### config.mk
export PLATFORM = sky130hd
export DESIGN_NAME = shell_sort_knuth_gaps_top
export DESIGN_NICKNAME = d
export VERILOG_FILES = /design/src/sv/ssk_pkg.sv /design/src/sv/shell_sort_knuth_gaps_top.sv
export SDC_FILE = /design/constraint.sdc
export NUM_CORES = 2
export LEC_CHECK = 0
export BUFFER_PORTS_ARGS = -buffer_cell sky130_fd_sc_hd__buf_4
export CORE_MARGIN = 8
export CORE_UTILIZATION = 40
export CTS_BUF_LIST = sky130_fd_sc_hd__clkbuf_8
export DETAILED_ROUTE_END_ITERATION = 6
export PLACE_DENSITY = 0.66
export SYNTH_ARGS = -nofsm -noshare
export SYNTH_HDL_FRONTEND = slang
export SYNTH_SLANG_ARGS = --single-unit
### constraint.sdc
create_clock -name aclk -period 8.15 [get_ports aclk]
set_input_delay 0.815 -clock aclk [delete_from_list [all_inputs] [get_ports aclk]]
set_output_delay 0.815 -clock aclk [all_outputs]
set_load 0.02 [all_outputs]
### src/sv/ssk_pkg.sv
// ----------------------------------------------------------------------------
// ssk_pkg
// Shared types, sizes and helpers for the Shell sort block with Knuth gaps.
// ----------------------------------------------------------------------------
package ssk_pkg;

    localparam int MAX_ITEMS = 64;
    localparam int KEY_BITS  = 32;
    localparam int IDX_W     = $clog2(MAX_ITEMS);
    localparam int CNT_W     = IDX_W + 1;

    typedef logic [KEY_BITS-1:0] key_t;
    typedef logic [IDX_W-1:0]    idx_t;
    typedef logic [CNT_W-1:0]    cnt_t;

    typedef enum logic [2:0] {
        ST_LOAD,
        ST_GAP,
        ST_HOLD,
        ST_CMP,
        ST_PLACE,
        ST_NEXT,
        ST_EMIT
    } state_t;

    // next Knuth value, 3g + 1, one bit wider than the count
    function automatic logic [CNT_W:0] knuth_up(input cnt_t g);
        logic [CNT_W:0] sum;
        sum = {1'b0, g} + {g, 1'b0} + {{CNT_W{1'b0}}, 1'b1};
        return sum;
    endfunction

    // (g - 1) / 3 by reciprocal 43/128, exact for g - 1 below 128
    function automatic cnt_t knuth_down(input cnt_t g);
        logic [CNT_W-1:0] gm1;
        logic [CNT_W+5:0] prod;
        gm1  = g - cnt_t'(1);
        prod = {6'b0, gm1} * (CNT_W + 6)'(43);
        return cnt_t'(prod[CNT_W+5:7]);
    endfunction

    function automatic logic goes_before(input key_t a, input key_t b, input logic desc);
        return desc ? (a > b) : (a < b);
    endfunction

endpackage

### src/sv/shell_sort_knuth_gaps_top.sv
// ----------------------------------------------------------------------------
// shell_sort_knuth_gaps_top
// Loads up to 64 keys, sorts them in place by Shell sort with Knuth gaps and
// streams them out.
// ----------------------------------------------------------------------------
// Keys are taken one beat per cycle while s_tvalid is high, up to the beat
// with tlast; keys beyond 64 are dropped and every result of that list
// carries tuser = 1. The sort then runs on a key memory with separate write
// and read addresses (one write and one registered read a cycle) under a
// small sequencer, with s_tready low. Each inserted key of a pass is read and
// held, compared with and shifted past one neighbour at a time, then written
// into place; each gap change passes through ST_NEXT. Results then stream out
// at one beat per cycle while m_tready is high; loading of the next list
// starts after the last result is placed in the output register.
// ----------------------------------------------------------------------------
module shell_sort_knuth_gaps_top (
    input  logic        aclk,
    input  logic        aresetn,
    // configuration: bit 0 = descending
    input  logic        cfg_wr_en,
    input  logic        cfg_wr_data,
    // input stream
    input  logic        s_tvalid,
    output logic        s_tready,
    input  logic [31:0] s_tdata,     // [31:0] key_value
    input  logic        s_tlast,     // is_last
    // result stream
    output logic        m_tvalid,
    input  logic        m_tready,
    output logic [31:0] m_tdata,     // [31:0] sorted_value
    output logic        m_tlast,     // last_out
    output logic        m_tuser      // [0] overflowed
);

    ssk_pkg::state_t state_reg, state_next;
    ssk_pkg::cnt_t   count_reg, count_next;
    ssk_pkg::cnt_t   gap_reg, gap_next;
    ssk_pkg::cnt_t   k_reg, k_next;
    ssk_pkg::cnt_t   pos_reg, pos_next;
    ssk_pkg::key_t   held_reg, held_next;
    logic            ovf_reg, ovf_next;
    logic            desc_reg;

    logic            m_valid_reg, m_valid_next;
    ssk_pkg::key_t   m_data_reg, m_data_next;
    logic            m_last_reg, m_last_next;
    logic            m_user_reg, m_user_next;

    ssk_pkg::key_t   key_store_mem [ssk_pkg::MAX_ITEMS];
    ssk_pkg::key_t   rd_data_reg;
    logic            rd_en, wr_en;
    ssk_pkg::idx_t   rd_addr, wr_addr;
    ssk_pkg::key_t   wr_data;

    logic            s_beat;
    logic            out_free;
    logic [ssk_pkg::CNT_W:0] gap_up;
    ssk_pkg::cnt_t   k_inc, pos_dn, gap_dn;

    assign s_beat   = s_tvalid && s_tready;
    assign out_free = !m_valid_reg || m_tready;
    assign gap_up   = ssk_pkg::knuth_up(gap_reg);
    assign gap_dn   = ssk_pkg::knuth_down(gap_reg);
    assign k_inc    = k_reg + ssk_pkg::cnt_t'(1);
    assign pos_dn   = pos_reg - gap_reg;

    assign s_tready = (state_reg == ssk_pkg::ST_LOAD);
    assign m_tvalid = m_valid_reg;
    assign m_tdata  = m_data_reg;
    assign m_tlast  = m_last_reg;
    assign m_tuser  = m_user_reg;

    always_ff @(posedge aclk) begin
        if (wr_en) begin
            key_store_mem[wr_addr] <= wr_data;
        end
        if (rd_en) begin
            rd_data_reg <= key_store_mem[rd_addr];
        end
    end

    always_ff @(posedge aclk) begin
        if (!aresetn) begin
            state_reg   <= ssk_pkg::ST_LOAD;
            count_reg   <= '0;
            ovf_reg     <= 1'b0;
            desc_reg    <= 1'b0;
            m_valid_reg <= 1'b0;
        end else begin
            state_reg   <= state_next;
            count_reg   <= count_next;
            ovf_reg     <= ovf_next;
            m_valid_reg <= m_valid_next;
            if (cfg_wr_en) begin
                desc_reg <= cfg_wr_data;
            end
        end
    end

    always_ff @(posedge aclk) begin
        gap_reg    <= gap_next;
        k_reg      <= k_next;
        pos_reg    <= pos_next;
        held_reg   <= held_next;
        m_data_reg <= m_data_next;
        m_last_reg <= m_last_next;
        m_user_reg <= m_user_next;
    end

    always_comb begin
        state_next   = state_reg;
        count_next   = count_reg;
        ovf_next     = ovf_reg;
        gap_next     = gap_reg;
        k_next       = k_reg;
        pos_next     = pos_reg;
        held_next    = held_reg;
        m_valid_next = m_valid_reg;
        m_data_next  = m_data_reg;
        m_last_next  = m_last_reg;
        m_user_next  = m_user_reg;
        rd_en        = 1'b0;
        rd_addr      = k_reg[ssk_pkg::IDX_W-1:0];
        wr_en        = 1'b0;
        wr_addr      = pos_reg[ssk_pkg::IDX_W-1:0];
        wr_data      = held_reg;

        if (m_valid_reg && m_tready) begin
            m_valid_next = 1'b0;
        end

        unique case (state_reg)
            ssk_pkg::ST_LOAD: begin
                wr_addr = count_reg[ssk_pkg::IDX_W-1:0];
                wr_data = s_tdata;
                if (s_beat) begin
                    if (count_reg < ssk_pkg::cnt_t'(ssk_pkg::MAX_ITEMS)) begin
                        wr_en      = 1'b1;
                        count_next = count_reg + ssk_pkg::cnt_t'(1);
                    end else begin
                        ovf_next = 1'b1;
                    end
                    if (s_tlast) begin
                        gap_next   = ssk_pkg::cnt_t'(1);
                        state_next = ssk_pkg::ST_GAP;
                    end
                end
            end
            // climb the Knuth sequence to the largest value below the count
            ssk_pkg::ST_GAP: begin
                if (count_reg <= gap_reg) begin
                    state_next = ssk_pkg::ST_NEXT;
                end else if (gap_up < {1'b0, count_reg}) begin
                    gap_next = gap_up[ssk_pkg::CNT_W-1:0];
                end else begin
                    k_next     = gap_reg;
                    rd_en      = 1'b1;
                    rd_addr    = gap_reg[ssk_pkg::IDX_W-1:0];
                    state_next = ssk_pkg::ST_HOLD;
                end
            end
            ssk_pkg::ST_HOLD: begin
                held_next  = rd_data_reg;
                pos_next   = k_reg;
                rd_en      = 1'b1;
                rd_addr    = ssk_pkg::idx_t'(k_reg - gap_reg);
                state_next = ssk_pkg::ST_CMP;
            end
            ssk_pkg::ST_CMP: begin
                wr_en = 1'b1;
                if (ssk_pkg::goes_before(held_reg, rd_data_reg, desc_reg)) begin
                    // shift the neighbor up by one gap
                    wr_data  = rd_data_reg;
                    pos_next = pos_dn;
                    if (pos_dn >= gap_reg) begin
                        rd_en   = 1'b1;
                        rd_addr = ssk_pkg::idx_t'(pos_dn - gap_reg);
                    end else begin
                        state_next = ssk_pkg::ST_PLACE;
                    end
                end else begin
                    wr_data = held_reg;
                    if (k_inc < count_reg) begin
                        k_next     = k_inc;
                        rd_en      = 1'b1;
                        rd_addr    = k_inc[ssk_pkg::IDX_W-1:0];
                        state_next = ssk_pkg::ST_HOLD;
                    end else begin
                        state_next = ssk_pkg::ST_NEXT;
                    end
                end
            end
            ssk_pkg::ST_PLACE: begin
                wr_en   = 1'b1;
                wr_data = held_reg;
                if (k_inc < count_reg) begin
                    k_next     = k_inc;
                    rd_en      = 1'b1;
                    rd_addr    = k_inc[ssk_pkg::IDX_W-1:0];
                    state_next = ssk_pkg::ST_HOLD;
                end else begin
                    state_next = ssk_pkg::ST_NEXT;
                end
            end
            // no write in flight here, so a read anywhere sees settled data
            ssk_pkg::ST_NEXT: begin
                rd_en = 1'b1;
                if (gap_reg == ssk_pkg::cnt_t'(1)) begin
                    k_next     = '0;
                    rd_addr    = '0;
                    state_next = ssk_pkg::ST_EMIT;
                end else begin
                    gap_next   = gap_dn;
                    k_next     = gap_dn;
                    rd_addr    = gap_dn[ssk_pkg::IDX_W-1:0];
                    state_next = ssk_pkg::ST_HOLD;
                end
            end
            ssk_pkg::ST_EMIT: begin
                if (out_free) begin
                    m_valid_next = 1'b1;
                    m_data_next  = rd_data_reg;
                    m_last_next  = (k_inc == count_reg);
                    m_user_next  = ovf_reg;
                    if (k_inc == count_reg) begin
                        count_next = '0;
                        ovf_next   = 1'b0;
                        state_next = ssk_pkg::ST_LOAD;
                    end else begin
                        k_next  = k_inc;
                        rd_en   = 1'b1;
                        rd_addr = k_inc[ssk_pkg::IDX_W-1:0];
                    end
                end
            end
            default: begin
                state_next = ssk_pkg::ST_LOAD;
            end
        endcase
    end

endmodule

Word level (Yosys, flattened, before mapping)
Memories as Yosys holds them, arrays and structs flattened. A register that Yosys moved wholly into a read port is not among the register bits.
Cells that the tools add are included.
- bits in registers: 100
- word-level logic and storage cells: 136
- memories kept: 1
- output and inout port bits: 36
- input bits: 39
- RAM bits: 2048
- eq/ne operators: 23
- reductions and logical operators: 18
- add/subtract/negate cells: 8
- order comparisons: 7
- multiply operators: 1
- multiplexer cells: 66
- memory list (memory ; words ; bits a word ; rd ports ; clocked after memory_dff ; wr ports ; RTL line ; RTL):
    key_store_mem ; 64 ; 32 ; 1 ; 1 ; 1 ; shell_sort_knuth_gaps_top.sv:49 ; ssk_pkg::key_t key_store_mem [ssk_pkg::MAX_ITEMS];
- operators with widths (cell ; number):
    $mux 7 ; 16
    $pmux 32 s2 ; 1
    $mux 6 ; 10
    $pmux 6 s6 ; 1
    $pmux 7 s5 ; 1
    $gt 32x32->1 ; 1
    $lt 32x32->1 ; 1
    $mux 32 ; 1
    $mux 3 ; 10
    $pmux 7 s2 ; 2
    $pmux 3 s7 ; 1
    $pmux 7 s3 ; 1
    $ne 2x2->1 const B ; 10
    $mux 1 ; 19
    $reduce_and 6->1 ; 3
    $add 7x1->7 const B ; 2
    $mul 7x6->13 const B ; 1
    $sub 6x6->6 ; 2
    $reduce_and 5->1 ; 2
    $eq 3x3->1 const B ; 3
    $add 7x8->8 ; 1
    $add 8x1->8 const B ; 1
    $lt 8x7->1 ; 1
    $eq 7x1->1 const B ; 1
    22 further kinds ; 31

Longest topological paths before layout
- depth in word-level cells: 6
- depth in mapped cells: 33
- depth with buffers taken out: 25

Least setup slack after synthesis
Ideal clock, no wire load.
- path kind: reg-to-reg
- start point: reg gap_reg[1]
- end point: reg rd_data_reg[16], read port of key_store_mem, data pin
- period minus slack after synthesis: 6.762 ns
- data arrival time: 6.490 ns
- slack: 1.388 ns
- cell stages (with the launch flop): 31
- library setup time: 0.272 ns
- data required time: 7.878 ns
- path buffers: 5
- cells stage by stage: edfxtp_1 inv_1 ha_1 nand2_1 nand2_1 nand2_1 xnor2_1 inv_1 ha_1 inv_1 fa_1 inv_1 fa_1 ha_1 o21ai_0 a21oi_1 nor2_1 xnor2_1 a221o_1 a221o_1 buf_2 nor3_1 buf_4 buf_4 buf_2 buf_2 mux2i_1 a22oi_1 a32oi_1 nand4_1 or4_1
- cells in the longest elaborated chain, start to end: 6
- elaborated cells on any way between the ends: 22
- classes of those cells: 6 x add/sub; 1 x mul; 3 x order compare; 1 x eq/ne; 11 x mux
- ends and longest elaborated chain (what ; RTL line ; RTL):
    start, declared ; shell_sort_knuth_gaps_top.sv:37 ; ssk_pkg::cnt_t gap_reg, gap_next;
    start signal, assigned ; shell_sort_knuth_gaps_top.sv:101 ; gap_reg <= gap_next;
    $add 7x8->8 ; ssk_pkg.sv:29 ; sum = {1'b0, g} + {g, 1'b0} + {{CNT_W{1'b0}}, 1'b1};
    $add 8x1->8 ; ssk_pkg.sv:29 ;
    $lt 8x7->1 ; shell_sort_knuth_gaps_top.sv:153 ; end else if (gap_up < {1'b0, count_reg}) begin
    $mux 6 / $mux 1 (equally long branches) ; shell_sort_knuth_gaps_top.sv:153 ;
    $mux 6 / $mux 1 (equally long branches) ; shell_sort_knuth_gaps_top.sv:151 ; if (count_reg <= gap_reg) begin
    $pmux 6 s6 / $pmux 1 s5 (equally long branches) ; shell_sort_knuth_gaps_top.sv:132 ; unique case (state_reg)
    end, declared ; shell_sort_knuth_gaps_top.sv:50 ; ssk_pkg::key_t rd_data_reg;
Several ways; a longest one is shown, not always the timed one.
A chain may end at the register's enable or synchronous reset.

Worst setup path after layout
- start point: reg gap_reg[5]
- end point: reg rd_data_reg[31], read port of key_store_mem, data pin
Same word-level chain as after synthesis.

==> impl_summary.log <==
INFO  metric status = finished with violations
INFO  metric failed_checks = DRC
INFO  metric path_common_cell = inv_1
INFO  metric layout.cells.non_filler = between 10000 and 15000
INFO  metric floorplan.initialDensity = 0.401
INFO  metric finalSetupViolations = 0
INFO  metric hold_viol = 0
INFO  metric yosys_warnings = 0
INFO  metric h-tree-depth = 5
INFO  metric floorplan.io_pins = 75
INFO  metric syn_nets = 6804
INFO  metric synth_edf_count = about 2200
INFO  metric synthToLayoutAreaGrowth = 13.6%
INFO  metric detail_route.wirelength = between 200 and 300 mm
INFO  metric ant_nets = 0
INFO  metric fin_worst_skew = 0.0828 ns
INFO  metric max_cap_viol_count = 0
INFO  metric placed_area = 95600 um^2
INFO  metric postSynthRegisterBits = 2180
INFO  metric vias = 60065
INFO  metric critical_path.max_stage_delay = 0.73 ns
INFO  metric max_flop_register = key_store_mem
INFO  metric cp_max_fo = 22
INFO  metric globalRouteTotalUtil = 0.230
INFO  metric antenna_found_initial = 13
INFO  metric drtIter0Drc = 7891
INFO  metric dr.pass1.iters = 7
INFO  metric cts.reportedPaths.clkPinSlew = approximately 0.07 ns
INFO  metric maxClockFrequency = 126 MHz
INFO  metric num_rows = 174
INFO  metric wl_per_cell = 27.8 um
INFO  metric port_buffers = 74
INFO  metric wire_length_of_the_first_global_routing_pass = 407 mm
INFO  metric cts_sinks = 2180
INFO  metric final_period_minus_worst_setup_slack = 7.91 ns
INFO  metric syn_area = 89700 um^2
INFO  metric cts_buffer_depth = 4
INFO  metric globalRoute.totalOverflow = 0
INFO  metric drc = 9
INFO  metric vias_per_cell = 5.88
INFO  metric worstPathArrival = 8.68 ns
INFO  metric period_share = 0.970
INFO  metric finish.net_count = approximately 7000
INFO  metric endpoint_kind = flop
INFO  metric required = just under 9 ns
INFO  metric clk_root_buffer_cell = clkbuf_8
INFO  metric design_area = 102000 um^2
INFO  metric placedCellCount = 9604
INFO  metric dp.final_hpwl = 170 mm
INFO  metric worstSkewPairLatency = 1.08 ns
INFO  metric crit_path_top_delay_cell = or4_1
INFO  metric grt_start_max_net_pins = between 100 and 150
INFO  metric core = around 220000 um^2
INFO  metric first_global_vias = 57952
INFO  metric postSynth.asyncResetShare = 0
INFO  metric fraction_of_layout_instances_using_a_drive_strength_above_1 = 0.127
INFO  metric fin_util = 0.455
INFO  metric drv_slew = 0
INFO  metric die_h = 489 um
INFO  metric critical_path.startpoint_type = flop
INFO  metric holdWs = 0.131 ns
INFO  metric slew-limit-headroom = 0.0423
INFO  metric grt_setup_unrepaired = no
INFO  metric max_slew.worst_pin.slew = 1.44 ns
INFO  metric largest_register_ffs = just over 2000
INFO  metric min_path_type = in2reg
INFO  metric synth_cell_type_count = 72
INFO  metric dieWidth = 489 um
INFO  metric timing_worst_setup_path_type = reg2reg
INFO  metric routabilityCongestion = around 0.90
INFO  metric synth_cells = 6641
INFO  metric numCtsBuffers = between 300 and 400
INFO  metric cts_tree = built
INFO  metric sequential_share_of_the_synthesized_area = 0.729
INFO  metric die-area = 240000 um^2
INFO  metric avgSynthCellArea = 13.5 um^2
INFO  metric synthFlopType = edfxtp_1
final cells by class:
class                      instances  area (um^2)
inverter                         132          495
clock inverter                   234         1210
tap                             2992         3740
multi-input combinational       3949        23000
antenna                            6         15.0
fill                           19750       122000
timing repair buffer             357         3150
clock buffer                     358         4930
sequential                      2180        65300
worst max-delay path, delay by kind of cell (launching register included):
family,cells,cell delay [ns]
compound gates,6,1.49
xor+xnor,2,0.33
fa+ha+maj,5,1.77
buf+inv,7,1.43
flops,1,0.49
mux,1,0.22
simple gates,6,1.83
what timing repair did:
item / 4_1_cts / 5_1_grt
setup buffers: 0 / 2
hold endpoints to repair: 5 / 0
hold buffers: 4 / 0
gates resized for setup: 0 / 2
setup endpoints to repair: 0 / 4
routing by layer:
metal	routed length, um	share of wire	up-vias	GRT usage
met4	14700	0.052	8	0.107
li1	-	-	25593	-
met3	35400	0.12	732	0.0670
met2	126000	0.45	3804	0.354
met1	107000	0.38	29928	0.302
met5	53	0.00019	-	0
placed cells by master (no fill, tap or decap), drive strengths merged, types with 19 or more instances in the layout:
master	instances
clkbuf	358
a21oi	486
a22o	27
a22oi	166
nand4	96
a32oi	47
inv	222
and3	22
mux2i	264
buf	353
nand2	1416
nor4	19
a211o	22
or4	30
a31oi	28
a21o	23
edfxtp	2167
o22ai	49
clkinv	128
a221oi	51
nand3	371
nor2	333
xnor2	34
a211oi	72
nor3	21
o21ai	63
ha	114
metrics by stage:
step | TNS (ns) | setup WS (ns)
after floorplan | 0 | 1.39
final | 0 | 0.242
after CTS | 0 | 0.0386
after global placement | -0.0496 | -0.0496
after global routing | 0 | 0.00811
after detailed placement | 0 | 0.0726
final timing paths:
path              cells after the start  slack (ns)        from              end
setup / recovery                     27        0.24  gap_reg[5]  rd_data_reg[31]
hold reg to reg                       0        0.44     ovf_reg          m_tuser
setup reg to reg                     27        0.24  gap_reg[5]  rd_data_reg[31]
hold / removal                        3        0.13    m_tready         m_tvalid
cell families (layout without fill, tap and decap cells):
family,Yosys count,in the layout,synth area share
xor gates and xnor gates,45,45,0.00439
AOI/OAI and AO/OA,1147,1147,0.0832
and+or+nand+nor,2355,2355,0.111
DFF,2180,2180,0.729
adders and majority gates,124,124,0.0181
muxes,278,278,0.0312
buffers and inverters,512,1081,0.0234
other,0,6,0
cells in the mapped netlist, types with 6 or more instances:
library cell  instances  area (um^2)
a211o_1              22          193
inv_1               129          484
fa_1                 10          200
a21o_1               23          173
a31oi_1              28          175
clkbuf_1            229          860
a2111oi_0            13          114
o211a_1               6         60.1
a211oi_1             72          541
o21ai_0              61          305
ha_1                114         1430
o22ai_1              49          307
or4_1                30          225
a22o_1               27          236
edfxtp_1           2167        65100
dfxtp_1              13          260
and3_1               22          138
a21oi_1             486         2430
buf_2                84          420
buf_4                10         75.1
a221oi_1             50          438
a21boi_0              9         67.6
buf_1                52          195
nand3_1             371         1860
o211ai_1             13         97.6
a41oi_1              14          123
mux2_2               14          158
a22oi_1             166         1250
xnor2_1              34          298
o31ai_1              10         75.1
nand3b_1              8         60.1
nand4_1              96          601
nor3_1               20          100
nor2_1              332         1250
nor4_1               19          119
mux2i_1             264         2640
nor2b_1               8         50.1
a32oi_1              47          412
xor2_1               11         96.3
a221o_1              10          100
o21a_1                6         45.0
nand2_1            1416         5320
Power is not shown: default switching activity piles up to over one toggle a cycle in this logic, so the estimate is an artifact.
